File: src/sv/vtu_sqrt_cell.sv
`default_nettype none
// ----------------------------------------------------------------------------
// vtu_sqrt_cell: one digit of the integer square root
// Tests one result bit against the remaining radicand and hands both on.
// ----------------------------------------------------------------------------
module vtu_sqrt_cell #(
    parameter int STEP = 0
) (
    input  wire logic        clk,
    input  wire logic        en,
    input  wire logic [63:0] num_in,
    input  wire logic [63:0] root_in,
    output logic      [63:0] num_out,
    output logic      [63:0] root_out
);

    localparam logic [63:0] BIT = 64'd1 << (62 - 2 * STEP);

    logic [63:0] trial;
    logic [63:0] num_reg;
    logic [63:0] root_reg;

    assign trial = root_in + BIT;

    // restoring root step
    always_ff @(posedge clk)
    begin
        if (en)
        begin
            if (num_in >= trial)
            begin
                num_reg  <= num_in - trial;
                root_reg <= (root_in >> 1) + BIT;
            end else begin
                num_reg  <= num_in;
                root_reg <= root_in >> 1;
            end
        end
    end

    assign num_out  = num_reg;
    assign root_out = root_reg;

endmodule
`default_nettype wire

File: config.mk
export PLATFORM = sky130hd
export DESIGN_NAME = vtu_sqrt_cell
export DESIGN_NICKNAME = d
export VERILOG_FILES = /design/src/sv/vtu_sqrt_cell.sv
export SDC_FILE = /design/constraint.sdc
export NUM_CORES = 1
export LEC_CHECK = 0
export BUFFER_PORTS_ARGS = -buffer_cell sky130_fd_sc_hd__buf_2
export CAP_MARGIN = 20
export CORE_MARGIN = 3
export CORE_UTILIZATION = 45
export DETAILED_ROUTE_END_ITERATION = 7
export PLACE_DENSITY = 0.71
export SETUP_SLACK_MARGIN = 0.05
export SYNTH_ARGS = -nofsm -noshare
export SYNTH_HDL_FRONTEND = slang
export SYNTH_SLANG_ARGS = --single-unit
File: constraint.sdc
create_clock -name clk -period 4.2 [get_ports clk]
set_input_delay 0.84 -clock clk [delete_from_list [all_inputs] [get_ports clk]]
set_output_delay 0.84 -clock clk [all_outputs]
set_load 0.1 [all_outputs]
==> flow_summary.toml <==
[final_layout]
antenna_cells = 0
mostFrequentLayoutCells = "buf_2 (256), edfxtp_1 (128), a21oi_1 (111), nor2_1 (82), inv_1 (78)"
final_common_cell = "buf_2"
synthToLayoutAreaGrowth_pct = 26.8
final_util_pct = 59.4
drive_gt1_share_pct = 28.8
final_nets = 1351

[yosys]
yosysUniqueCellTypes = 58
synth_flop_cell = "edfxtp_1"
ys_seq_area_share_pct = 44.6
syn-num-nets = 1080
synthCells = 885
yosys_warnings = 0
ys_ff_latch = 128
synth-async-reset-ratio_pct = 0
netlist_area_um2 = 8610
synth-edff-count = 128
avgSynthCellArea_um2 = 9.73

[critical_path]
cp_max_fo = 28
worstPathArrival_ps = 3890
crit_path_max_incr_delay_ps = 590
crit_chain = "buf_2 > inv_1 > ha_1 > o211ai_1 > a21oi_1 > o41ai_1 > nor4bb_1 > nor3_2 > o21ai_1 > o41ai_4 > buf_4 > buf_4 > nor2_1 > a21oi_1"
slowest_stage = "o41ai_1"
end_kind = "flip-flop"
critPathLaunchType = "input port"
path_depth = 14
required_ps = 4370
cp_top_family = "compound AO/OA/AOI/OAI gates"
critPathKind = "input port to flip-flop"
critPathBufInv = 4

[grt]
grt_remaining_overflow = 0
grt_usage_pct = 22.1
grt_pass1_vias = 7224
grt_pass1_wl_um = 36600
antenna_found_initial = 2
grt_max_degree = 105

[route]
routed_wl_um = 23400
wl_met1_um = 10200
drtIter0Drc = 496
ant_nets = 0
dr_total_vias = 7597
maxUsedRoutingLayer = "met5"
dr.pass1.iters = 7
wl_per_cell_um = 16.8
avgViaCountPerCell = 5.43
drc = 0
wl_met3_um = 1710
dr_wl_met2_um = 11100

[timing]
hold_violations = 0
worst_slew_pin_slew_ps = 981
fin_crit_sh_pct = 88.4
fmax_mhz = 269
drv_slew = 0
min_period_ps = 3710
finalSetupViolCount = 0
finalSetupTns_ps = 0
fin_ws_ps = 485
slew_headroom_pct = 34.6
rsz0062_at_grt = "false"

[clocking]
cts_tree = "yes"
numCtsBuffers = 17
cts.sinks = 128
clock-root-buffer = "clkbuf_16"
cts_hold_buf = 0
post-cts-setup-buffers = 0
cts_resized = 0
clkTransAtPathRegs_ps = 60
cts_max_path_buffers = 2
htree_num_levels = 4

[hold_path]
hp-class = "input port to flip-flop"
min_to = "root_out[43]"
hp-start = "root_in[44]"
holdPathStages = 1

[floorplan]
die-area_um2 = 20800
coreArea_um2 = 18400
ioPinCount = 258
dieHeight_um = 144
die_w_um = 144
start_util_pct = 46.8
core.rowCount = 49

[power]
p_leak_nw = 5.10
power_density_nw_per_um2 = 500
peakVddDrop_mv = 0.273

[placement]
pre_cts_ws_ps = 45.0
io_buffers = 257
hpwl_um = 18200
gp_congestion = 0.885

[run_status]
status = "finished, final reports clean"

[job]
maxCapViolCount = 0
[stage by stage]
step                total power [mW]  std cells  instance area, um^2  hold slack [ps]
floorplan                       3.39        885                 8610              939
global placement                3.82       1366                10300             1030
global route                    5.68       1398                10900              589
finish                          5.46       1398                10900              604
CTS                             5.48       1398                10900              594
detailed placement              3.83       1366                10300             1030
[state kept, by name, summed over array words and instances, names as in the netlist]
register	cells
num_out	64
root_out	64
[cell families (layout without fill, tap and decap cells)]
kind of cell,count (synthesis),after routing,share of synthesized area [%]
compound gates,272,272,19.8
xor+xnor,56,56,5.70
fa+ha+maj,65,65,9.53
buf+inv,115,399,5.19
flops,128,128,44.6
mux,15,15,1.95
simple gates,234,234,13.2
[layer usage]
layer	GRT usage, %	vias to the layer above
met5	0	-
li1	-	3771
met3	5.75	33
met1	28.5	3508
met4	5.45	4
met2	37.1	281
[power by group]
| group | switching (mW) | leakage, nW | internal (mW) |
|---|---|---|---|
| Clock | 0.589 | 0.306 | 1.05 |
| Sequential | 0.0335 | 1.25 | 1.60 |
| Combinational | 1.68 | 3.54 | 0.508 |
[how the worst max path moves through the flow]
stage / from / end
after CTS: num_in[0] / root_out[62]
after floorplan: root_in[16] / num_out[60]
after global placement: num_in[0] / num_out[42]
final: root_in[3] / num_out[43]
after global routing: num_in[0] / num_out[60]
after detailed placement: num_in[0] / root_out[62]
[cells in the mapped netlist (all sizes together) (13+ instances only)]
| cell type | n | area (um^2) |
|---|---|---|
| a21o | 49 | 368 |
| a21oi | 111 | 556 |
| and3 | 13 | 81.3 |
| clkbuf | 26 | 98.8 |
| edfxtp | 128 | 3840 |
| ha | 64 | 801 |
| inv | 78 | 293 |
| mux2 | 14 | 158 |
| nand2 | 52 | 195 |
| nand3 | 14 | 70.1 |
| nand4 | 18 | 113 |
| nor2 | 82 | 308 |
| o21ai | 43 | 215 |
| xnor2 | 36 | 315 |
| xor2 | 20 | 175 |
[area by class of cell]
| cell class | count | area, um^2 |
|---|---|---|
| sequential | 128 | 3840 |
| timing repair buffer | 289 | 1530 |
| tap | 229 | 287 |
| fill | 1572 | 7480 |
| inverter | 78 | 293 |
| multi-input combinational | 642 | 4320 |
| clock inverter | 14 | 213 |
| clock buffer | 18 | 429 |
Power figures use the tool's default switching activity.
