[config.mk]
export PLATFORM = sky130hd
export DESIGN_NAME = vtu_div_cell
export DESIGN_NICKNAME = d
export VERILOG_FILES = /design/src/sv/vtu_div_cell.sv
export SDC_FILE = /design/constraint.sdc
export NUM_CORES = 1
export LEC_CHECK = 0
export BUFFER_PORTS_ARGS = -buffer_cell sky130_fd_sc_hd__buf_2
export CORE_UTILIZATION = 45
export DETAILED_ROUTE_END_ITERATION = 10
export PLACE_DENSITY_LB_ADDON = 0.2
export SYNTH_ARGS = -nofsm -noshare
export SYNTH_HDL_FRONTEND = slang
export SYNTH_SLANG_ARGS = --single-unit
[constraint.sdc]
create_clock -name clk -period 3.94 [get_ports clk]
set_clock_uncertainty 0.2 [all_clocks]
set_input_delay 0.394 -clock clk [delete_from_list [all_inputs] [get_ports clk]]
set_output_delay 0.394 -clock clk [all_outputs]
set_load 0.1 [all_outputs]
[src/sv/vtu_div_cell.sv]
`default_nettype none
// ----------------------------------------------------------------------------
// vtu_div_cell: one quotient bit of the normalize divide, both axes
// Compares the partial remainders against the length and passes all on.
// ----------------------------------------------------------------------------
module vtu_div_cell #(
    parameter int QW = 17
) (
    input  wire logic          clk,
    input  wire logic          en,
    input  wire logic [31:0]   den_in,
    input  wire logic [32:0]   rx_in,
    input  wire logic [32:0]   ry_in,
    input  wire logic [QW-1:0] qx_in,
    input  wire logic [QW-1:0] qy_in,
    output logic      [31:0]   den_out,
    output logic      [32:0]   rx_out,
    output logic      [32:0]   ry_out,
    output logic      [QW-1:0] qx_out,
    output logic      [QW-1:0] qy_out
);

    logic        gex;
    logic        gey;
    logic [32:0] subx;
    logic [32:0] suby;

    logic [31:0]   den_reg;
    logic [32:0]   rx_reg;
    logic [32:0]   ry_reg;
    logic [QW-1:0] qx_reg;
    logic [QW-1:0] qy_reg;

    // trial subtract; remainder stays below the length
    always_comb
    begin
        gex  = rx_in >= {1'b0, den_in};
        gey  = ry_in >= {1'b0, den_in};
        subx = gex ? (rx_in - {1'b0, den_in}) : rx_in;
        suby = gey ? (ry_in - {1'b0, den_in}) : ry_in;
    end

    always_ff @(posedge clk)
    begin
        if (en)
        begin
            den_reg <= den_in;
            rx_reg  <= {subx[31:0], 1'b0};
            ry_reg  <= {suby[31:0], 1'b0};
            qx_reg  <= {qx_in[QW-2:0], gex};
            qy_reg  <= {qy_in[QW-2:0], gey};
        end
    end

    assign den_out = den_reg;
    assign rx_out  = rx_reg;
    assign ry_out  = ry_reg;
    assign qx_out  = qx_reg;
    assign qy_out  = qy_reg;

endmodule
`default_nettype wire

==> flow_metrics.py <==
metrics = {
    "place": {
        "placed_cells": 1286,
        "dp_hpwl_mm": 18.3,
        "gp_congestion": 0.921,
        "io_buffers": 261,
    },
    "cells_and_area": {
        "fin_nets": 1332,
        "drive_gt1_frac": 0.297,
        "n_fill_cell": 1605,
        "mostFrequentLayoutCell": "buf_2",
        "syn_to_final_growth_pct": 31.8,
        "final_cell_count_no_fill": 1382,
        "layout_common_cells": "buf_2 (260), edfxtp_1 (130), nand2_1 (67), ha_1 (64), dlygate4sd3_1 (61)",
        "finish.utilization": 0.606,
    },
    "timing": {
        "relSlewSlack": 0.571,
        "post-route-period-util": 0.954,
        "hold_ws_ps": 60.9,
        "maxSlewViolCount": 0,
        "fmaxAchievable_ghz": 0.266,
        "fin_crit_ps": 3760,
        "fin_setup_tns_ps": 0,
        "setup_viol": 0,
        "worst_slew_pin_slew_ps": 639,
        "hold_viol_final": 0,
        "rsz0062_at_grt": "no",
    },
    "worst_setup_path": {
        "setup.worst_path.start_class": "input pin",
        "path_max_fanout": 27,
        "cp.required_ps": 3910,
        "arrival_ps": 3730,
        "end_kind": "flip-flop",
        "worstSetupPathType": "in -> reg",
        "startpoint": "den_in[16]",
    },
    "clocking": {
        "cts_tree": "done",
        "cts_max_path_buffers": 2,
        "cts_made_buffers": 17,
        "root_buffer": "clkbuf_16",
        "post_cts_buffers": 0,
        "clkSlewWorstSetupHoldPaths_ps": 60,
        "cts.htree.levels": 4,
        "clock_sinks": 130,
    },
    "global_routing": {
        "grt_pass1_wl_mm": 35.9,
        "grt_max_degree": 57,
        "grt_pass1_vias": 6962,
        "track_usage": 0.240,
        "antenna_found_initial": 3,
        "grt.overflow.total": 0,
    },
    "power": {
        "ir_drop_mv": 0.307,
        "p_switching_w": 0.00242,
        "p_int_w": 0.00330,
        "p_leak_nw": 5.13,
        "swShare": 0.423,
        "pwr-share-clk": 0.278,
        "pwr-share-comb": 0.413,
        "seqPwrFrac": 0.309,
        "p_per_area_mw_per_mm2": 504,
    },
    "logic_synthesis": {
        "synth-edff-count": 130,
        "synthCells": 809,
        "async_flop_share": 0,
        "ys_ff_latch": 130,
        "yosysWarnings": 0,
        "ys_seq_area_frac": 0.453,
        "synth_flop_cell": "edfxtp_1",
        "synthTopCellsByArea": "edfxtp_1 (45%), ha_1 (9.3%), mux2_4 (4.5%)",
        "avgSynthCellArea_um2": 10.6,
        "synth_top_area_share": 0.453,
        "synth_area_leader_cell": "edfxtp_1",
        "syn_area_mm2": 0.00861,
        "netlist-cell-type-count": 69,
    },
    "routing": {
        "vias": 7409,
        "drc": 0,
        "drt-vias-per-instance": 5.36,
        "first_iter_violations": 442,
        "firstDrtPassIters": 5,
        "totalWireLength_mm": 24.0,
        "ant_nets": 0,
        "post_drt_wl_per_cell_um": 17.3,
    },
    "floorplanning": {
        "design.core.area_mm2": 0.0187,
        "die_area_mm2": 0.0197,
        "die_x_um": 140,
        "num_rows": 50,
        "initial_utilization": 0.460,
        "io_pins": 266,
        "die_height_um": 140,
    },
    "hold_path": {
        "min_from": "den_in[15]",
        "hp-class": "in -> reg",
        "hold_depth": 1,
    },
    "flow_run": {
        "cap_violations": 0,
    },
    "run_status": {
        "status": "complete, no violations",
    },
}
final cells by class:
class / instances / area, um^2 / area share
Inverter: 61 / 229 / 0.0202
Multi-Input combinational cell: 594 / 4330 / 0.382
Clock inverter: 14 / 164 / 0.0144
Sequential cell: 130 / 3900 / 0.344
Timing Repair Buffer: 328 / 1990 / 0.175
Tap cell: 234 / 293 / 0.0258
Antenna cell: 3 / 7.51 / 0.000662
Clock buffer: 18 / 429 / 0.0378
cells in the mapped netlist (8+ instances only):
cell type and count:
edfxtp_1 130, nand2_1 67, ha_1 64, inv_1 59
a21oi_1 58, o21ai_0 54, nor2_1 46, a21o_1 30
xnor2_1 27, mux2_4 26, nand3_1 21, xor2_1 20
nor3_1 16, nand4_1 14, nor2b_1 13, a211oi_1 11
a31oi_1 8, and3_1 8, mux2i_1 8, o31ai_1 8
critical path, cell delays in order:
cell and delay (ps):
dlygate4sd3_1 540, buf_2 140, inv_1 100, ha_1 370
a21oi_1 220, o21ai_0 180, a211oi_1 300, o311ai_2 200
nand3_1 110, a21oi_1 100, nor4_4 320, inv_2 180
buf_12 230, mux2_4 320
power groups by stage:
stage	combinational, W	sequential (W)	clock [W]
after CTS	0.00235	0.00177	0.00163
after global routing	0.00248	0.00178	0.00168
after floorplan	0.000707	0.00298	0
after detailed placement	0.00230	0.00179	0
after global placement	0.00229	0.00179	0
final	0.00236	0.00177	0.00159
logic make-up after synthesis:
logic type,after synthesis,synth area share
DFF,130,0.453
muxes,38,0.0599
other,1,0.000436
and+or+nand+nor,207,0.116
adders and majority gates,66,0.0977
AOI/OAI and AO/OA,234,0.179
xor gates and xnor gates,47,0.0478
buffers and inverters,86,0.0451
sequential cells by signal, summed over array words and instances (netlist names):
| name | cells |
|---|---|
| den_out | 32 |
| ry_out | 32 |
| rx_out | 32 |
| qy_out | 17 |
| qx_out | 17 |
per-layer routing:
metal,GRT usage,routed length (um),vias up
met5,0,0,-
li1,-,-,3679
met1,0.304,10600,3426
met4,0.101,694,0
met3,0.0468,1130,42
met2,0.402,11500,262
per-stage QoR:
step | area (um^2) | power [W] | setup WS (ps)
5_1_grt | 11300 | 0.00594 | 19.1
3_5_place_dp | 10100 | 0.00409 | 277
3_3_place_gp | 10100 | 0.00408 | 330
4_1_cts | 11300 | 0.00575 | 191
2_1_floorplan | 8610 | 0.00369 | 878
6_report | 11300 | 0.00572 | 181
worst paths after layout:
check / end
worst max-delay path: ry_out[3]$_DFFE_PP_
worst min-delay path: den_out[15]$_DFFE_PP_
repair_timing:
item / in CTS / in global routing
endpoints found under the setup margin: 0 / 24
resized for setup: 0 / 1
hold endpoints to repair: 61 / 0
hold buffers: 61 / 0
Power figures use the tool's default switching activity.
