`src/sv/vtu_red_cell.sv`:
```
`default_nettype none
// ----------------------------------------------------------------------------
// vtu_red_cell: one step of the angle modulo reduction
// Takes a fixed multiple of a full turn off the angle magnitude if it fits.
// ----------------------------------------------------------------------------
module vtu_red_cell #(
    parameter logic [33:0] SUB = 34'd23592960
) (
    input  wire logic        clk,
    input  wire logic        en,
    input  wire logic [31:0] mag_in,
    output logic      [31:0] mag_out
);

    logic [31:0] mag_reg;

    always_ff @(posedge clk)
    begin
        if (en)
        begin
            if ({2'b00, mag_in} >= SUB)
            begin
                mag_reg <= mag_in - SUB[31:0];
            end else begin
                mag_reg <= mag_in;
            end
        end
    end

    assign mag_out = mag_reg;

endmodule
`default_nettype wire

```
`config.mk`:
```
export PLATFORM = sky130hd
export DESIGN_NAME = vtu_red_cell
export DESIGN_NICKNAME = d
export VERILOG_FILES = /design/src/sv/vtu_red_cell.sv
export SDC_FILE = /design/constraint.sdc
export NUM_CORES = 1
export LEC_CHECK = 0
export ABC_CLOCK_PERIOD_IN_PS = 1900
export BUFFER_PORTS_ARGS = -buffer_cell sky130_fd_sc_hd__buf_2
export CAP_MARGIN = 30
export CORE_MARGIN = 2
export CORE_UTILIZATION = 44
export DETAILED_ROUTE_END_ITERATION = 8
export GPL_TIMING_DRIVEN = 0
export PLACE_DENSITY = 0.77
export SLEW_MARGIN = 5
export SYNTH_ARGS = -nofsm -noshare
export SYNTH_HDL_FRONTEND = slang
export SYNTH_SLANG_ARGS = --single-unit
```
`constraint.sdc`:
```
create_clock -name clk -period 1.9 [get_ports clk]
set_input_delay 0.19 -clock clk [delete_from_list [all_inputs] [get_ports clk]]
set_output_delay 0.19 -clock clk [all_outputs]
set_load 0.05 [all_outputs]
```
==> results of run 1 <==
==> worst paths after layout <==
path	end	depth (start not counted)	start
min	mag_out[15]	1	mag_in[15]
max	mag_out[31]	7	mag_in[19]
==> worst max-delay path, delay by kind of cell <==
kind                       cells  cell delay [ps]
and+or+nand+nor                2              310
buffers and inverters          2              200
muxes                          1              290
adders and majority gates      1              190
AOI/OAI and AO/OA              1              310
==> final cells by class <==
type / count / area (um^2) / area share [%]
multi-input combinational: 42 / 335 / 19.0
clock inverter: 3 / 37.5 / 2.13
clock buffer: 5 / 37.5 / 2.13
tap: 31 / 38.8 / 2.20
timing repair buffer: 66 / 335 / 19.0
sequential: 32 / 961 / 54.6
inverter: 4 / 15.0 / 0.853
==> cells by family after synthesis <==
family / count (synthesis)
flip-flops: 32
adder cells (fa/ha/maj): 1
AO/OA/AOI/OAI: 14
multiplexers: 4
AND/OR/NAND/NOR: 17
buffers and inverters: 4
XOR/XNOR: 6
==> layer usage <==
metal	wire, um	part of all wire, %	vias to the layer above	track usage [%]
met1	847	36	412	14.6
met5	0	0	-	0
li1	-	-	449	-
met4	42	1.8	0	6.82
met3	323	14	6	7.69
met2	1110	48	53	23.0
==> stage by stage <==
| stage | setup WS [ps] | hold WS [ps] |
|---|---|---|
| floorplan | 415 | 289 |
| global placement | 157 | 367 |
| detailed placement | 135 | 368 |
| CTS | 493 | 18.6 |
| global route | 377 | 2.10 |
| finish | 476 | 40.5 |
==> cell usage in the layout, fill, tap and decap left out, types with 2 or more instances in the layout <==
cell                       count
sky130_fd_sc_hd__nor2_1        3
sky130_fd_sc_hd__clkinv_1      2
sky130_fd_sc_hd__inv_1         4
sky130_fd_sc_hd__xor2_1        2
sky130_fd_sc_hd__a21oi_1       3
sky130_fd_sc_hd__nand2_1       4
sky130_fd_sc_hd__o21ai_0       2
sky130_fd_sc_hd__mux2_2        2
sky130_fd_sc_hd__edfxtp_1     32
sky130_fd_sc_hd__mux2i_1       2
sky130_fd_sc_hd__xnor2_1       4
sky130_fd_sc_hd__buf_2        65
sky130_fd_sc_hd__nor3_1        3
sky130_fd_sc_hd__clkbuf_4      5
sky130_fd_sc_hd__and3b_1       2
==> power groups by stage <==
stage	Combinational [mW]	Sequential (mW)	Clock (mW)
after floorplan	0.0438	1.09	0
after global placement	0.379	0.875	0
after detailed placement	0.383	0.876	0
after CTS	0.384	0.860	0.491
after global routing	0.401	0.865	0.532
final	0.383	0.859	0.471
==> what timing repair did <==
item	4_1_cts	5_1_grt
buffers inserted	0	0
hold endpoints to repair	0	1
hold buffers	0	1
==> results by stage, run 1 <==
Run status:
- The run finished, with violations left.
- The checks that failed: design-rule violations.

Cells and area:
- After the last flow step, the layout net total stands at 186.
- The repair_antennas step left the layout with diodes totalling 0.
- The finished cells cover 0.00176 mm^2.
- The fill cell instance count of the final layout is 225.
- From synthesis to final layout, the design area changed by 34.3%.
- The number of non-filler instances in the completed layout is 183.
- The fraction of layout cells with a size suffix above 1 is 51.3%.
- The number of flip-flops in the largest register is 32.
- The share of the core filled with cells in the final layout is 62.8%.

Synthesis:
- By area the synthesized netlist is led by sky130_fd_sc_hd__edfxtp_1 73%, sky130_fd_sc_hd__xnor2_1 2.7%, sky130_fd_sc_hd__a2111oi_4 2.1%.
- Synthesis instantiated 27 different standard cells from the library.
- The most used flip-flop cell after synthesis is sky130_fd_sc_hd__edfxtp_1.
- Summing the areas of all fa, ha and maj instances in the mapped netlist gives 0.954% of the synthesized area.
- Counting flops and latches in the post-synthesis netlist gives 32.
- Of all flip-flops after synthesis, the portion carrying an async set or reset was 0%.
- The average footprint of a synthesized cell is 16.8 um^2.
- The total nets after synthesis is 113.
- The largest family of logic cells by synthesized area is compound AO/OA/AOI/OAI gates.
- Summing the areas of all compound-gate instances in the mapped netlist gives 8.68% of the synthesized area.
- The total number of yosys warnings is 0.
- Yosys mapped a number of flops with a built-in enable equal to 32.
- The multiplexer area fraction after synthesis is 3.24%.
- The commonest cells after synthesis are 32 x sky130_fd_sc_hd__edfxtp_1, 4 x sky130_fd_sc_hd__inv_1, 4 x sky130_fd_sc_hd__nand2_1, 4 x sky130_fd_sc_hd__xnor2_1.
- The area share of the leading cell type in the synthesized netlist is 73.3%.
- The sequential share of the synthesized area is 73.3%.
- Summed over all instances, the cell type with the most area after synthesis is sky130_fd_sc_hd__edfxtp_1.
- The most common cell in the synthesized netlist is sky130_fd_sc_hd__edfxtp_1.
- Summing the areas of all and, or, nand and nor instances in the mapped netlist gives 8.68% of the synthesized area.
- The cell count after synthesis is 78.
- The synthesized netlist devotes 4.01% of its cell area to XOR and XNOR gates.
- The mapped netlist covers 0.00131 mm^2.

Global routing:
- The maximum number of pins on one net before global-route repair is 33.
- Across every metal layer, demand over resource in global routing totals 14.0%.
- For this run the aggregate overflow at the end of global routing stands at 0.
- The number of global-route vias before repair is 794.
- The first global-routing pass estimated 3440 um of wire.
- The number of antenna violations at the first check in global routing was 0.

Clocking:
- CTS built an H-tree with a depth of 2.
- The worst-case clock buffer depth is 2.
- The clock root buffer is sky130_fd_sc_hd__clkbuf_4.
- The clock-pin slew on the worst setup and hold paths is 90 ps.
- TritonCTS built the clock tree.
- The count of cells resized by post-cts repair is 0.
- The number of buffers created by CTS is 5.
- The total number of clock tree sinks is 32.

Routing:
- After detailed routing, the number of remaining DRC violations is 8.
- The average wire length per cell after detail routing is 12.7 um.
- The routed layout has 920 vias.
- Summed over all layers, the routed wires come to 2320 um.
- The detailed-router iteration count before antenna repair is 6.
- The number of DRC violations after detailed-routing iteration 0 is 32.
- Once detail routing completed, the nets flagged for antenna violations numbered 0.
- The mean number of vias per cell is 5.03.

Hold path:
- The classification of the worst-slack hold path is in2reg.

Power and ir drop:
- Combinational logic is responsible for 22.4% of the overall power.
- The total power after layout is 1.71 mW.
- The peak supply drop is 0.000394 V.
- The static leakage is 0.756 nW.
- Internal power comes to 1.21 mW.
- Of the total power, registers draw 50.1%.
- For this design the ratio of total power to cell area is 973 mW/mm^2.
- Of the total power, the share spent switching nets is 29.6%.
- The analysis attributes to net switching a power of 0.507 mW.
- In this run, the clock network consumes 27.5% of the power.

Placed design:
- The routability congestion estimate from global placement is 0.705.
- The number of placed instances, taps included, is 174.
- The placed instances occupy a cell area of 0.00168 mm^2.
- Port buffering added 65 buffers.
- The sum of net half-perimeters after detailed placement is 1760 um.

Worst setup path:
- The endpoint required time on the critical path is 1970 ps.
- The element type at the critical path end is a register.
- In this design, the stage delay of the slowest critical-path cell is 310 ps.
- The data arrival time of the critical path is 1490 ps.
- The largest fanout on the critical path is 6.
- The worst setup path is of the in2reg kind.
- The signal on the critical path passes through buf_2 -> inv_1 -> ha_1 -> and3b_1 -> o21ai_1 -> nand3_1 -> mux2_2.
- The cell with the biggest individual delay on the critical path is sky130_fd_sc_hd__o21ai_1.
- The startpoint type of the worst setup path is a primary input.

Timing:
- In the finished design, the share of the clock period the worst path needs comes to 74.9%.
- The hold violation total from the final report came to 0.
- The sum of negative setup slack is 0 ps.
- Derived from the worst setup path, the maximum achievable clock frequency is 702 MHz.
- Setup repair after global routing left no endpoint under its margin.
- The post-layout minimum cycle time is 1420 ps.
- The number of max-slew violations in the final report came to 0.
- The worst slew slack as a fraction of its limit is 55.7%.
- At the pin with the least slew margin, the transition time is 664 ps.
- Setup violations remaining at the end of the flow were counted as 0.

Flow run:
- Across the run, the number of max-cap violations was 0.

Floorplanning:
- The floorplan step set the die width to 58.6 um.
- The die covers 0.00343 mm^2.
- 66 I/O pins were placed.
- The die height is 58.6 um.
- The total core area is 0.00281 mm^2.
- The starting density of the core is 46.7%.
- The initialized floorplan defines 19 standard-cell rows.
(Power assumes the default switching activity.)
==> run 2, diff against run 1 <==
--- a/config.mk
+++ b/config.mk
@@ -5,7 +5,7 @@
 export SDC_FILE = /design/constraint.sdc
 export NUM_CORES = 1
 export LEC_CHECK = 0
-export ABC_CLOCK_PERIOD_IN_PS = 1900
+export ABC_CLOCK_PERIOD_IN_PS = 1400
 export BUFFER_PORTS_ARGS = -buffer_cell sky130_fd_sc_hd__buf_2
 export CAP_MARGIN = 30
 export CORE_MARGIN = 2
==> constraint.sdc (replaced) <==
create_clock -name clk -period 1.4 [get_ports clk]
set_input_delay 0.14 -clock clk [delete_from_list [all_inputs] [get_ports clk]]
set_output_delay 0.14 -clock clk [all_outputs]
set_load 0.05 [all_outputs]
==> run 2 against run 1 <==
Utilization rose by 6.6 points; the flow still finishes with violations (design-rule violations); sequential power increased by 36%; routed wire length is 15% higher; hold slack better by 140 ps; count of clock-buffer cells in the layout increased by 1; critical path depth did not move; first-iteration DRC count down 13%; sequential cell count unchanged.
==> results by stage, run 2 (synthesized netlist as in run 1, its figures left out) <==
Timing:
- The maximum clock frequency is 788 MHz.
- The worst hold-check slack is 180 ps (+139 ps).
- The worst slew slack as a fraction of its limit came to 55.8% (+0.077 points).
- The final critical path takes up 90.7% of the cycle.
- The slew at the pin closest to its max-slew limit is 663 ps (-1.16 ps).
- The final count of negative-setup-slack endpoints is 0 (unchanged).
- The hold violation total from the final report came to 0 (unchanged).
- The number of max-slew violations in the final report was 0 (unchanged).
- Setup repair after global routing left no endpoint under its margin.
- The worst path needs 1270 ps of the cycle, external delays included.

Floorplanning:
- The number of core rows is 19 (unchanged).
- The die extent in x is 58.6 um (unchanged).
- The total core area is 0.00281 mm^2 (unchanged).
- The die height came to 58.6 um (unchanged).
- The number of ports placed on the die boundary is 66 (unchanged).
- The die outline area is 0.00343 mm^2 (unchanged).
- The starting density of the core is 46.7% (unchanged).

Clocking:
- The total number of clock tree sinks came to 32 (unchanged).
- The post-CTS setup-driven buffer insertion count is 0 (unchanged).
- The count of cells resized by post-cts repair was 0 (unchanged).
- The level count of the clock H-tree came to 2 (unchanged).
- The clock root buffer is sky130_fd_sc_hd__clkbuf_4.
- The clock-pin slew on the worst setup and hold paths was 80 ps (about the same).
- The number of buffers created by CTS was 5 (unchanged).
- The worst-case clock buffer depth came to 2 (unchanged).
- The number of buffers inserted for hold repair after clock tree synthesis was 19 (+19).
- The CTS tree is done.

Global routing:
- The first-pass GRT wire length came to 4040 um (+17%).
- The aggregate global routing overflow was 0 (unchanged).
- The global-route total usage across every layer is 16.5% (+2.5 points).
- The number of global-route vias before repair is 951 (+20%).
- The number of antenna violations at the first check in global routing is 0 (unchanged).
- The maximum number of pins on one net before global-route repair is 33 (unchanged).

Placed design:
- The total of buffers placed on input and output ports is 65 (unchanged).
- The post-place instance area was 0.00168 mm^2 (+0.22%).
- The routability congestion estimate from global placement is 0.723 (+2.6%).
- The sum of net half-perimeters after detailed placement is 1800 um (+2.0%).

Run status:
- The final reports fail on design-rule violations.
- The flow ran to the end, but the final reports show violations.

Hold path:
- The classification of the worst-slack hold path is in2reg.

Worst setup path:
- STA classifies the critical path endpoint as a register.
- The cell family contributing the most delay on the critical path is simple AND/OR/NAND/NOR gates.
- The critical path goes through buf_2 -> inv_1 -> ha_1 -> and3b_1 -> o21ai_2 -> nand3_1 -> mux2_2.
- The sum of buffers and inverters on the critical path came to 2 (unchanged).
- The highest cell delay on the worst timing path was 300 ps (about the same).
- The largest fanout on the critical path is 6 (unchanged).
- The cell with the biggest individual delay on the critical path is sky130_fd_sc_hd__mux2_2.
- The endpoint required time on the critical path is 1470 ps (-500 ps).
- The critical path class is in2reg.
- The data arrival time of the critical path is 1340 ps (-150 ps).
- The worst setup path is launched from a primary input.

Routing:
- The number of vias after detailed routing is 982 (+6.7%).
- The final wirelength was 2680 um (+15%).
- The average wire length per cell after detail routing is 13.3 um (+5.0%).
- The number of antenna-violating nets in the routed design is 0 (unchanged).
- The total DRC errors in the routed layout was 7 (-1).
- The number of DRC violations after detailed-routing iteration 0 is 28 (-13%).
- The mean number of vias per cell is 4.89 (-2.8%).
- The detailed-router iteration count before antenna repair is 8 (+2).

Cells and area:
- In the layout the commonest cells are 65 x sky130_fd_sc_hd__buf_2, 32 x sky130_fd_sc_hd__edfxtp_1, 19 x sky130_fd_sc_hd__dlygate4sd3_1, 5 x sky130_fd_sc_hd__clkbuf_4.
- The commonest non-fill, non-tap cell in the layout is sky130_fd_sc_hd__buf_2.
- The register area is 961 um^2 (unchanged).
- The fraction of layout cells with a size suffix above 1 is 47.1% (-4.3 points).
- The area growth from synthesis to layout is 48.4%.
- The share of the core filled with cells in the final layout is 69.4% (+6.6 points).
- The multi-input gate area in the final layout is 339 um^2 (+1.1%).
- The number of antenna repair diodes is 0 (unchanged).
- The final design area excluding fillers is 0.00195 mm^2 (+11%).
- The number of flip-flops in the largest register came to 32 (unchanged).
- The fill cell instance count of the final layout was 219 (-2.7%).
- The number of nets in the final layout is 204 (+9.7%).

Power and ir drop:
- The power density over the cells is 1230 mW/mm^2 (+26%).
- The total power after layout is 2.39 mW (+40%).
- The static leakage is 0.834 nW (+10%).
- The peak supply drop was 0.000609 V (+54%).

Flow run:
- The total of max-cap violations was 0 (unchanged).
==> run 2: cell count changes in the layout (fill, tap and decap cells not counted), sizes merged <==
cell         delta
clkinv          -1
clkbuf          +1
dlygate4sd3    +18
==> run 2: path summary, 6_finish.rpt <==
| path | to | start | cells past startpoint | slack (ps) |
|---|---|---|---|---|
| worst min-delay path | mag_out[22] | mag_in[22] | 2 | 180 |
| worst max-delay path | mag_out[31] | mag_in[19] | 7 | 130 |
==> run 2: area by class of cell <==
type | instances | share of cell area, %
flip-flops and latches | 32 | 49.4
repair buffers | 84 | 26.5
multi-input cells | 42 | 17.4
clock buffers | 6 | 2.12
well taps | 31 | 1.99
clock inverters | 2 | 1.80
inverters | 4 | 0.772
==> run 2: power breakdown <==
group / internal [mW] / switching, mW / leakage (nW)
Combinational: 0.157 / 0.407 / 0.479
Sequential: 1.15 / 0.0205 / 0.313
Clock: 0.374 / 0.283 / 0.0422
==> run 2: routing by layer <==
layer | share of wire, % | vias up | track usage (%)
met5 | 0 | - | 0
met4 | 1.5 | 0 | 8.77
met3 | 11 | 5 | 5.93
met2 | 52 | 51 | 30.7
met1 | 36 | 441 | 15.8
li1 | - | 485 | -
==> run 2: stage by stage <==
step           cells  worst slack (ps)  setup TNS (ps)
2_1_floorplan     78              39.0               0
3_3_place_gp     174              -189            -615
3_5_place_dp     174              -217            -869
4_1_cts          201               119               0
5_1_grt          201              8.74               0
6_report         201               130               0
