<file path="src/sv/vtu_pkg.sv">
`default_nettype none
// ----------------------------------------------------------------------------
// vtu_pkg: shared types and constants for the 2-D point transform unit
// Item layouts, command codes, CORDIC tables and the saturation helper.
// ----------------------------------------------------------------------------
package vtu_pkg;

    // Command codes
    localparam logic [2:0] CMD_ROTATE    = 3'd0;
    localparam logic [2:0] CMD_SCALE     = 3'd1;
    localparam logic [2:0] CMD_TRANSLATE = 3'd2;
    localparam logic [2:0] CMD_NORMALIZE = 3'd3;
    localparam logic [2:0] CMD_LENGTH    = 3'd4;

    // CORDIC start gain and degree-to-radian factor (Q2.30 / Q37)
    localparam logic [31:0] CORDIC_GAIN_Q30 = 32'd652032874;
    localparam logic [31:0] DEG_TO_RAD_Q37  = 32'd2398762259;

    // Saturation bounds
    localparam logic signed [66:0] SAT_MAX = 67'sd2147483647;
    localparam logic signed [66:0] SAT_MIN = -67'sd2147483648;

    typedef struct packed {
        logic [2:0]         command;
        logic signed [31:0] in_x;
        logic signed [31:0] in_y;
        logic signed [31:0] param_a;
        logic signed [31:0] param_b;
    } cmd_item_t;

    typedef struct packed {
        logic signed [31:0] out_x;
        logic signed [31:0] out_y;
        logic [31:0]        length;
        logic               zero_length;
        logic               saturated;
    } res_item_t;

    typedef struct packed {
        logic signed [31:0] val;
        logic               clip;
    } sat_t;

    // Clip a wide signed value to 32 bits signed
    function automatic sat_t sat32(input logic signed [66:0] v);
        sat_t r;
        if (v > SAT_MAX) begin
            r.val  = 32'sh7FFFFFFF;
            r.clip = 1'b1;
        end else if (v < SAT_MIN) begin
            r.val  = 32'sh80000000;
            r.clip = 1'b1;
        end else begin
            r.val  = v[31:0];
            r.clip = 1'b0;
        end
        return r;
    endfunction

    // Arctangent of 2^-idx in Q2.30
    function automatic logic [31:0] atan_q30(input int unsigned idx);
        logic [31:0] a;
        case (idx)
            0:  a = 32'd843314857;
            1:  a = 32'd497837829;
            2:  a = 32'd263043837;
            3:  a = 32'd133525159;
            4:  a = 32'd67021687;
            5:  a = 32'd33543516;
            6:  a = 32'd16775851;
            7:  a = 32'd8388437;
            8:  a = 32'd4194283;
            9:  a = 32'd2097149;
            10: a = 32'd1048576;
            11: a = 32'd524288;
            12: a = 32'd262144;
            13: a = 32'd131072;
            14: a = 32'd65536;
            15: a = 32'd32768;
            16: a = 32'd16384;
            17: a = 32'd8192;
            18: a = 32'd4096;
            19: a = 32'd2048;
            20: a = 32'd1024;
            21: a = 32'd512;
            22: a = 32'd256;
            23: a = 32'd128;
            24: a = 32'd64;
            25: a = 32'd32;
            26: a = 32'd16;
            27: a = 32'd8;
            28: a = 32'd4;
            29: a = 32'd2;
            30: a = 32'd1;
            default: a = 32'd0;
        endcase
        return a;
    endfunction

endpackage
`default_nettype wire

</file>
<file path="src/sv/vtu_cordic_cell.sv">
`default_nettype none
// ----------------------------------------------------------------------------
// vtu_cordic_cell: one rotation-mode CORDIC micro-rotation
// Turns the vector by the fixed arctangent of its stage toward zero angle.
// ----------------------------------------------------------------------------
module vtu_cordic_cell #(
    parameter int IDX = 0
) (
    input  wire logic               clk,
    input  wire logic               en,
    input  wire logic signed [33:0] cx_in,
    input  wire logic signed [33:0] cy_in,
    input  wire logic signed [33:0] z_in,
    output logic signed      [33:0] cx_out,
    output logic signed      [33:0] cy_out,
    output logic signed      [33:0] z_out
);

    localparam logic signed [33:0] ATAN = $signed({2'b00, vtu_pkg::atan_q30(IDX)});

    logic signed [33:0] dx;
    logic signed [33:0] dy;
    logic signed [33:0] cx_reg;
    logic signed [33:0] cy_reg;
    logic signed [33:0] z_reg;

    assign dx = cy_in >>> IDX;
    assign dy = cx_in >>> IDX;

    always_ff @(posedge clk)
    begin
        if (en)
        begin
            if (z_in >= 0)
            begin
                cx_reg <= cx_in - dx;
                cy_reg <= cy_in + dy;
                z_reg  <= z_in - ATAN;
            end else begin
                cx_reg <= cx_in + dx;
                cy_reg <= cy_in - dy;
                z_reg  <= z_in + ATAN;
            end
        end
    end

    assign cx_out = cx_reg;
    assign cy_out = cy_reg;
    assign z_out  = z_reg;

endmodule
`default_nettype wire

</file>
<file path="config.mk">
export PLATFORM = sky130hd
export DESIGN_NAME = vtu_cordic_cell
export DESIGN_NICKNAME = d
export VERILOG_FILES = /design/src/sv/vtu_pkg.sv /design/src/sv/vtu_cordic_cell.sv
export SDC_FILE = /design/constraint.sdc
export NUM_CORES = 1
export LEC_CHECK = 0
export BUFFER_PORTS_ARGS = -buffer_cell sky130_fd_sc_hd__buf_2
export CELL_PAD_IN_SITES_DETAIL_PLACEMENT = 0
export CELL_PAD_IN_SITES_GLOBAL_PLACEMENT = 2
export CORE_MARGIN = 8
export CORE_UTILIZATION = 31
export DETAILED_ROUTE_END_ITERATION = 10
export PLACE_DENSITY = 0.87
export SLEW_MARGIN = 20
export SYNTH_ARGS = -nofsm -noshare
export SYNTH_HDL_FRONTEND = slang
export SYNTH_SLANG_ARGS = --single-unit
</file>
<file path="constraint.sdc">
create_clock -name clk -period 5.9 [get_ports clk]
set_input_delay 1.475 -clock clk [delete_from_list [all_inputs] [get_ports clk]]
set_output_delay 1.475 -clock clk [all_outputs]
set_load 0.02 [all_outputs]
</file>
==> flow_summary_export.csv, run 1 <==
group,metric,value,unit
run_status,status,"finished, final reports clean",
grt,grt_pass1_vias,9849,
synth,synth_ff_type,"edfxtp_1",
timing,worst_pin_slew,963,ps
grt,grt_pass1_wl,56300,µm
floorplanning,coreArea,33400,µm²
synth,synth-xor-area-share,7.67,%
critical_path,crit_slowest_cell,"a221oi_1",
cts,cts_tree,"built",
synth,yosys-top-cells-area,"edfxtp_1, ha_1, a21oi_1",
critical_path,cp_data_arrival_time,5370,ps
synth,synth_simple_gate_area_share,14.0,%
synth,ys_types,72,
timing,drv_slew,0,
route,drt_iter0_drc,664,
synth,avgSynthCellArea,8.64,µm²
power,max-vdd-ir-drop,0.000130,V
route,dr_wl_met3,1870,µm
hold_path,holdPathEnd,"z_out[0]",
timing,fin_crit_sh,89.5,%
critical_path,end_kind,"flip-flop",
floorplanning,dieWidth,200,µm
placement,placed_cell_area,12100,µm²
cts,clk_pin_slew,70,ps
route,dr.pass1.iters,6,
cts,clockRootBuffer,"clkbuf_16",
floorplanning,fp.dieArea,40100,µm²
floorplanning,io_pins,206,
synth,async_reset_ff_share,0,%
critical_path,path_class,"in -> reg",
synth,synth_top_cell_area_share,28.9,%
critical_path,critPathTopFamily,"compound AO/OA/AOI/OAI gates",
power,p_per_area,229,nW/µm²
timing,period_needed,5280,ps
power,p_leak,0.00555,µW
route,via_per_inst,5.25,
critical_path,cp.required,5990,ps
synth,netlist.top_cell.by_area,"edfxtp_1",
layout,final_area,12400,µm²
synth,synth-adder-area-share,16.5,%
route,highest_layer,"met5",
grt,grt_usage,17.5,%
cts,postCtsSetupBuffers,0,
synth,synth_edf_count,101,
power,total_power,2820,µW
route,antenna_left,0,
synth,synthMuxAreaShare,1.14,%
placement,port_buffers,205,
floorplanning,start_util,31.4,%
layout,syn_to_final_growth,17.6,%
route,wirelength_met1,16700,µm
hold_path,hold_class,"in -> reg",
hold_path,min_path_cells,2,
synth,synth_compound_area_share,25.9,%
layout,final_layout_size_suffix_gt1_share,18.2,%
critical_path,cp.depth,19,
synth,ys_ff_latch,101,
floorplanning,core.rowCount,67,
cts,numCtsBuffers,9,
timing,setup_tns,0,ps
critical_path,cp_max_fo,12,
placement,dp_hpwl,29500,µm
timing,max_freq,189,MHz
cts,cts_num_sinks,101,
route,routed_wl,36100,µm
synth,synth_top_family_by_area,"compound AO/OA/AOI/OAI gates",
synth,synth_nets,1457,
route,met2WireLength,16700,µm
grt,antenna_found_initial,3,
timing,rsz0062_at_grt,"no",
critical_path,path_cells,"buf_2 -> inv_1 -> ha_1 -> nor4b_1 -> nand4_1 -> nor4_1 -> and4_1 -> nand2b_2 -> inv_2 -> ha_1 -> o211ai_1 -> a21oi_1 -> o21a_1 -> a221oi_1 -> o21ai_0 -> a21oi_1 -> o31ai_1 -> o41ai_1 -> xor2_1",
grt,grt_max_degree,70,
layout,final_cell_mix,"buf_2, a21oi_1, ha_1",
route,num_vias,9794,
synth,synthesis.area,10500,µm²
timing,finalHoldViolCount,0,
cts,cts-resized-gates,0,
timing,finalSetupViolations,0,
grt,grt_overflow,0,
synth,yosysSeqAreaShare,28.9,%
floorplanning,die_y,200,µm
synth,ys_warn_count,0,
critical_path,cp_num_buf_inv,3,
cts,hold_buffers,0,
layout,final_common_cell,"buf_2",
hold_path,worstHoldStart,"z_in[0]",
cts,h-tree-depth,3,
layout,fill_cells,3487,
route,routedWlPerCell,19.4,µm
placement,place.gp.congestion,0.880,
timing,maxSlewHeadroom,35.8,%
critical_path,cp-start-kind,"primary input",
critical_path,max_stage_delay,440,ps
synth,netlist_instances,1217,
layout,final_nets,1650,
route,drcViolationCount,0,
cts,cts_buffer_depth,2,
job,max-cap-violations,0,
==> cell usage after synthesis, types with 17 or more instances <==
master,instances
nor2_1,96
nor3_1,25
nand2b_1,18
inv_1,113
clkbuf_1,19
o21ai_0,78
o21a_1,17
a21o_1,49
nand2_1,60
ha_1,132
xor2_1,18
nand3_1,18
edfxtp_1,101
o21bai_1,26
xnor2_1,74
a21oi_1,132
a211oi_1,23
==> per-stage QoR <==
step | instances | utilization (%) | worst slack, ps | hold WS (ps)
after floorplan | 1217 | - | 84.5 | 1590
after global routing | 1863 | 36.9 | 303 | 1490
after global placement | 1847 | 36.1 | 444 | 1830
after detailed placement | 1847 | 36.1 | 323 | 1830
final | 1865 | 37.0 | 621 | 1460
after CTS | 1862 | 36.9 | 694 | 1450
==> per-layer routing <==
| layer | track usage, % | up-vias |
|---|---|---|
| met5 | 0 | - |
| li1 | - | 4808 |
| met2 | 29.0 | 313 |
| met3 | 2.92 | 44 |
| met1 | 22.9 | 4627 |
| met4 | 5.27 | 2 |
==> sequential cells by signal, summed over array words and instances (netlist names) <==
signal and flops:
cx_out 34, cy_out 33, z_out 34
==> cell families after synthesis <==
group | count (synthesis)
compound gates | 415
simple gates | 302
xor+xnor | 92
mux | 12
fa+ha+maj | 136
flops | 101
buf+inv | 159
==> worst max-delay path by stage <==
stage / from / to / slack, ps
global route: z_in[33] / z_out[33] / 300
CTS: z_in[33] / z_out[32] / 690
finish: z_in[33] / z_out[32] / 620
detailed placement: z_in[33] / z_out[32] / 320
global placement: z_in[33] / z_out[30] / 440
floorplan: z_in[33] / z_out[33] / 80
==> area by class of cell <==
class                           count  area (µm²)  share of cell area [%]
Antenna cell                        3        7.51                  0.0607
Clock buffer                       10         229                    1.85
Clock inverter                      5        58.8                   0.476
Inverter                          116         435                    3.52
Multi-Input combinational cell    957        6860                    55.5
Sequential cell                   101        3030                    24.5
Tap cell                          448         561                    4.53
Timing Repair Buffer              225        1180                    9.54
==> power by group <==
group / internal (µW) / switching, µW
clock: 330 / 293
combinational: 438 / 778
sequential: 953 / 32.8
total: 1720 / 1100
No activity file was read; power rests on OpenSTA's default activity.
==> run 2: changes to the inputs <==
Settings changed: ABC_AREA set to 1, CORE_UTILIZATION 31 to 29.
==> run 2 against run 1 <==
  * Sequential power decreased by 1%
  * Worst hold slack lost 44 ps
  * Combinational power rose by 11%
  * Clock power fell by 0.6%
  * Cell count increased by 38%
==> flow_summary_export.csv, run 2 <==
group,metric,value,unit
layout,n_antenna_cell,0,
floorplanning,coreArea,42700,µm²
layout,final_area,14100,µm²
placement,place.gp.congestion,0.906,
critical_path,cp.required,6060,ps
power,p_comb_share,46.0,%
synth,netlist_instances,1854,
power,switchingPower,1300,µW
grt,grt_max_degree,76,
timing,period_needed,4730,ps
route,routed_wl,48400,µm
cts,clockRootBuffer,"clkbuf_16",
synth,yosysSeqAreaShare,24.4,%
timing,finalSetupViolations,0,
grt,grt_pass1_vias,13100,
route,via_per_inst,4.94,
hold_path,min_path_cells,2,
critical_path,cp_max_fo,18,
job,max-cap-violations,0,
timing,fin_crit_sh,80.1,%
synth,synth_edf_count,101,
route,routedWlPerCell,18.8,µm
power,p_per_area,209,nW/µm²
critical_path,path_class,"in -> reg",
timing,setup_tns,0,ps
cts,clk_pin_slew,80,ps
hold_path,hold_class,"in -> reg",
synth,synthesis.area,12400,µm²
power,sequentialPowerShare,33.0,%
power,total_power,2950,µW
route,highest_layer,"met4",
grt,grt_usage,19.2,%
layout,syn_to_final_growth,13.6,%
layout,final_common_cell,"nand2_1",
synth,synth_top_cell_area_share,24.4,%
route,num_vias,12700,
cts,h-tree-depth,3,
synth,synth_commonest_cells,"nand2_1, inv_1, nor2_1",
synth,ys_ff_latch,101,
cts,cts_tree,"built",
hold_path,holdPathEnd,"z_out[0]",
placement,dp_hpwl,41500,µm
cts,hold_buffers,0,
floorplanning,dieWidth,223,µm
route,drt_iter0_drc,790,
floorplanning,io_pins,206,
grt,grt_pass1_wl,73900,µm
synth,synth_ff_type,"edfxtp_1",
route,drcViolationCount,0,
timing,worst_pin_slew,923,ps
route,dr_wl_met3,2320,µm
timing,maxSlewHeadroom,38.5,%
floorplanning,die_y,223,µm
synth,ys_warn_count,0,
synth,async_reset_ff_share,0,%
route,antenna_left,0,
critical_path,cp_data_arrival_time,4880,ps
hold_path,worstHoldStart,"z_in[0]",
placement,placed_cell_area,13800,µm²
synth,ys_types,50,
power,max-vdd-ir-drop,0.000138,V
timing,drv_slew,0,
power,clkPwrFrac,21.0,%
cts,postCtsSetupBuffers,0,
power,p_leak,0.00695,µW
run_status,status,"finished, final reports clean",
synth,netlist.top_cell.by_area,"edfxtp_1",
layout,final_nets,2268,
layout,final_util,33.1,%
floorplanning,start_util,29.1,%
cts,cts_buffer_depth,2,
route,dr.pass1.iters,5,
power,sw_frac_of_total,44.3,%
cts,numCtsBuffers,9,
synth,yosysMostFrequentCell,"nand2_1",
cts,cts_num_sinks,101,
grt,grt_overflow,0,
floorplanning,fp.dieArea,49700,µm²
synth,synth_nets,2094,
placement,port_buffers,205,
route,met2WireLength,23000,µm
timing,max_freq,212,MHz
synth,yosys-top-cells-area,"edfxtp_1, nand2_1, ha_1",
layout,final_layout_size_suffix_gt1_share,14.4,%
grt,antenna_found_initial,0,
cts,cts-resized-gates,0,
layout,final_cell_mix,"nand2_1, inv_1, buf_2",
synth,avgSynthCellArea,6.70,µm²
timing,finalHoldViolCount,0,
timing,hold_ws,1420,ps
critical_path,cp-start-kind,"primary input",
timing,rsz0062_at_grt,"no",
power,power.internal,1640,µW
route,wirelength_met1,21700,µm
critical_path,end_kind,"flip-flop",
floorplanning,core.rowCount,76,
run 2: critical path, stage by stage:
cell and delay, ps:
buf_2 140, inv_1 80, ha_1 140, nand3_1 80, nor3_2 150, nand3b_1 180, o21ai_4 550, inv_2 350
ha_1 440, a21oi_1 170, o21ai_2 100, a21boi_0 330, o21bai_2 170, nand2_1 90, nand2_1 140, nand2_1 120
nand2_1 60, nand2_1 60, nand2_1 40
run 2: kinds of logic after synthesis:
logic type,synth area share (%)
compound gates,15.5
flops,24.4
buf+inv,10.4
xor+xnor,4.09
mux,0.161
fa+ha+maj,13.9
simple gates,31.5
run 2: worst max-delay path by stage:
stage	startpoint	end	slack [ps]	cells past startpoint
after detailed placement	z_in[33]	z_out[22]	780	19
after global placement	z_in[33]	z_out[22]	860	19
final	z_in[33]	z_out[22]	1170	19
after floorplan	z_in[33]	z_out[22]	1780	20
after CTS	z_in[33]	z_out[22]	1220	19
after global routing	z_in[33]	z_out[25]	920	18
run 2: per-stage QoR:
stage | cells | setup slack [ps]
final | 2579 | 1170
after global placement | 2563 | 860
after global routing | 2579 | 917
after detailed placement | 2563 | 785
after floorplan | 1854 | 1780
after CTS | 2579 | 1220
run 2: power groups by stage:
stage                     clock network [µW]  registers, µW  logic (µW)
after floorplan                            0           1120         763
after global placement                     0            988        1360
after detailed placement                   0            988        1360
after CTS                                650            974        1360
after global routing                     664            983        1500
final                                    619            972        1350
run 2: cell type report:
type / instances / area, µm²
Clock buffer: 10 / 229
Clock inverter: 6 / 56.3
Fill cell: 4797 / 28600
Inverter: 252 / 948
Multi-Input combinational cell: 1456 / 8110
Sequential cell: 101 / 3030
Tap cell: 546 / 683
Timing Repair Buffer: 208 / 1050
run 2: per-layer routing:
| layer | GRT usage (%) | up-vias |
|---|---|---|
| met2 | 33.1 | 318 |
| li1 | - | 6451 |
| met1 | 23.9 | 5891 |
| met4 | 6.75 | 0 |
| met3 | 3.20 | 68 |
| met5 | 0 | - |
==> run 3: changes to the inputs <==
Clock period 5.9 ns to 4 ns, I/O delays scaled along.
==> run 3 against run 2 <==
  * Power grew 53%
  * Utilization grew 1.2 points
  * Largest cell class unchanged
  * Clock power grew 61%
  * Cell count grew 2.4%
  * Routed wire length shrank 0.12%
  * Sequential share of layout area shrank 0.75 points
  * First-iteration DRC count grew 2.4%
  * Global-route usage shrank 0.063 points
  * Combinational power grew 53%
  * Setup slack lost 730 ps
  * Die area is the same
==> flow_summary_export.csv, run 3 (same netlist as run 2, synthesis figures left out) <==
group,metric,value,unit
run_status,status,"finished, final reports clean",
cts,cts_tree,"built",
timing,maxSlewHeadroom,44.9,%
cts,clk_pin_slew,90,ps
floorplanning,io_pins,206,
layout,final_layout_size_suffix_gt1_share,17.0,%
floorplanning,dieWidth,223,µm
timing,rsz0062_at_grt,"no",
floorplanning,die_y,223,µm
cts,numCtsBuffers,9,
layout,final_nets,2330,
cts,cts_num_sinks,101,
timing,drv_slew,0,
critical_path,cp_data_arrival_time,3730,ps
grt,grt_pass1_wl,74400,µm
power,sw_frac_of_total,43.4,%
grt,grt_pass1_vias,13400,
critical_path,path_class,"in -> reg",
grt,grt_overflow,0,
route,routed_wl,48400,µm
timing,fin_crit_sh,89.0,%
timing,finalSetupViolations,0,
route,num_vias,13000,
cts,cts_buffer_depth,2,
layout,final_common_cell,"nand2_1",
critical_path,cp-start-kind,"primary input",
route,dr.pass1.iters,5,
critical_path,cp.required,4170,ps
placement,place.gp.congestion,0.923,
route,drt_iter0_drc,809,
grt,grt_max_degree,76,
job,max-cap-violations,0,
floorplanning,core.rowCount,76,
critical_path,cp_max_fo,12,
cts,postCtsSetupBuffers,0,
route,via_per_inst,4.92,
route,routedWlPerCell,18.3,µm
hold_path,holdPathEnd,"z_out[0]",
grt,grt_usage,19.1,%
placement,post-place-cells,2625,
layout,multiInputGateArea,8110,µm²
power,max-vdd-ir-drop,0.000170,V
hold_path,min_path_cells,2,
hold_path,worstHoldStart,"z_in[0]",
floorplanning,coreArea,42700,µm²
power,power.internal,2550,µW
power,clkPwrFrac,22.1,%
cts,clockRootBuffer,"clkbuf_16",
timing,finalHoldViolCount,0,
layout,n_antenna_cell,0,
placement,dp_hpwl,41500,µm
timing,setup_tns,0,ps
floorplanning,fp.dieArea,49700,µm²
timing,worst_pin_slew,826,ps
route,antenna_left,0,
timing,max_freq,281,MHz
layout,syn_to_final_growth,17.7,%
hold_path,hold_class,"in -> reg",
power,p_comb_share,46.0,%
layout,regArea,3030,µm²
cts,cts-resized-gates,0,
cts,hold_buffers,0,
route,drcViolationCount,0,
power,p_leak,0.00727,µW
layout,final_cell_mix,"nand2_1, inv_1, buf_2",
cts,h-tree-depth,3,
power,sequentialPowerShare,31.9,%
critical_path,end_kind,"flip-flop",
power,switchingPower,1960,µW
placement,port_buffers,205,
power,p_per_area,308,nW/µm²
layout,stdcell_count,2641,
floorplanning,start_util,29.1,%
timing,period_needed,3560,ps
layout,fill_cells,4681,
grt,antenna_found_initial,0,
run 3: cell count changes in the layout (fill, tap and decap cells not counted):
| cell | change |
|---|---|
| bufinv_16 | +1 |
| buf_12 | +1 |
| clkinv_2 | +1 |
| inv_6 | -1 |
| clkbuf_1 | -1 |
| clkinv_1 | -1 |
| buf_4 | +61 |
| inv_8 | +1 |
run 3: cell type report:
class / instances / share of cell area [%]
flip-flops and latches: 101 / 20.7
repair buffers: 270 / 10.5
clock inverters: 7 / 0.616
clock buffers: 9 / 1.54
inverters: 252 / 6.49
multi-input cells: 1456 / 55.5
well taps: 546 / 4.67
run 3: critical path: stages:
cell and delay [ps]:
buf_2 110, nor3_1 280, buf_4 180, nand3_1 180
o21ai_4 190, inv_2 140, ha_1 390, nand2_1 80
o21ai_0 160, a21oi_1 100, o21ai_0 520, nand4_1 210
nand3_1 120, nand2_1 50
run 3: layer usage:
layer / share of wire (%) / track usage (%) / up-vias
met3: 4.9 / 3.09 / 55
met1: 44 / 23.2 / 6007
li1: - / - / 6580
met5: 0 / 0 / -
met2: 49 / 34.2 / 339
met4: 2.3 / 5.84 / 0
run 3: stage by stage:
| step | instance area [µm²] | util [%] | power (µW) | hold WS (ps) | setup WS, ps |
|---|---|---|---|---|---|
| 6_report | 14600 | 34.2 | 4510 | 940 | 440 |
| 3_3_place_gp | 14300 | 33.5 | 3530 | 1330 | -34.9 |
| 5_1_grt | 14600 | 34.2 | 4800 | 950 | 168 |
| 3_5_place_dp | 14300 | 33.5 | 3540 | 1340 | -35.8 |
| 4_1_cts | 14600 | 34.2 | 4560 | 913 | 406 |
| 2_1_floorplan | 12400 | - | 2770 | 1110 | 358 |
run 3: worst max path at each step:
| stage | startpoint | end | slack [ps] | depth (start not counted) |
|---|---|---|---|---|
| 2_1_floorplan | z_in[33] | z_out[22] | 360 | 20 |
| 3_5_place_dp | z_in[3] | z_out[32] | -40 | 14 |
| 3_3_place_gp | z_in[3] | z_out[32] | -30 | 14 |
| 6_report | z_in[3] | z_out[32] | 440 | 14 |
| 4_1_cts | z_in[3] | z_out[32] | 410 | 14 |
| 5_1_grt | z_in[3] | z_out[32] | 170 | 14 |
run 3: power by group through the flow:
| stage | Clock (µW) | Sequential, µW | Combinational [µW] |
|---|---|---|---|
| 4_1_cts | 1030 | 1440 | 2080 |
| 5_1_grt | 1050 | 1450 | 2300 |
| 6_report | 996 | 1440 | 2070 |
| 3_5_place_dp | 0 | 1460 | 2070 |
| 2_1_floorplan | 0 | 1650 | 1120 |
| 3_3_place_gp | 0 | 1460 | 2070 |
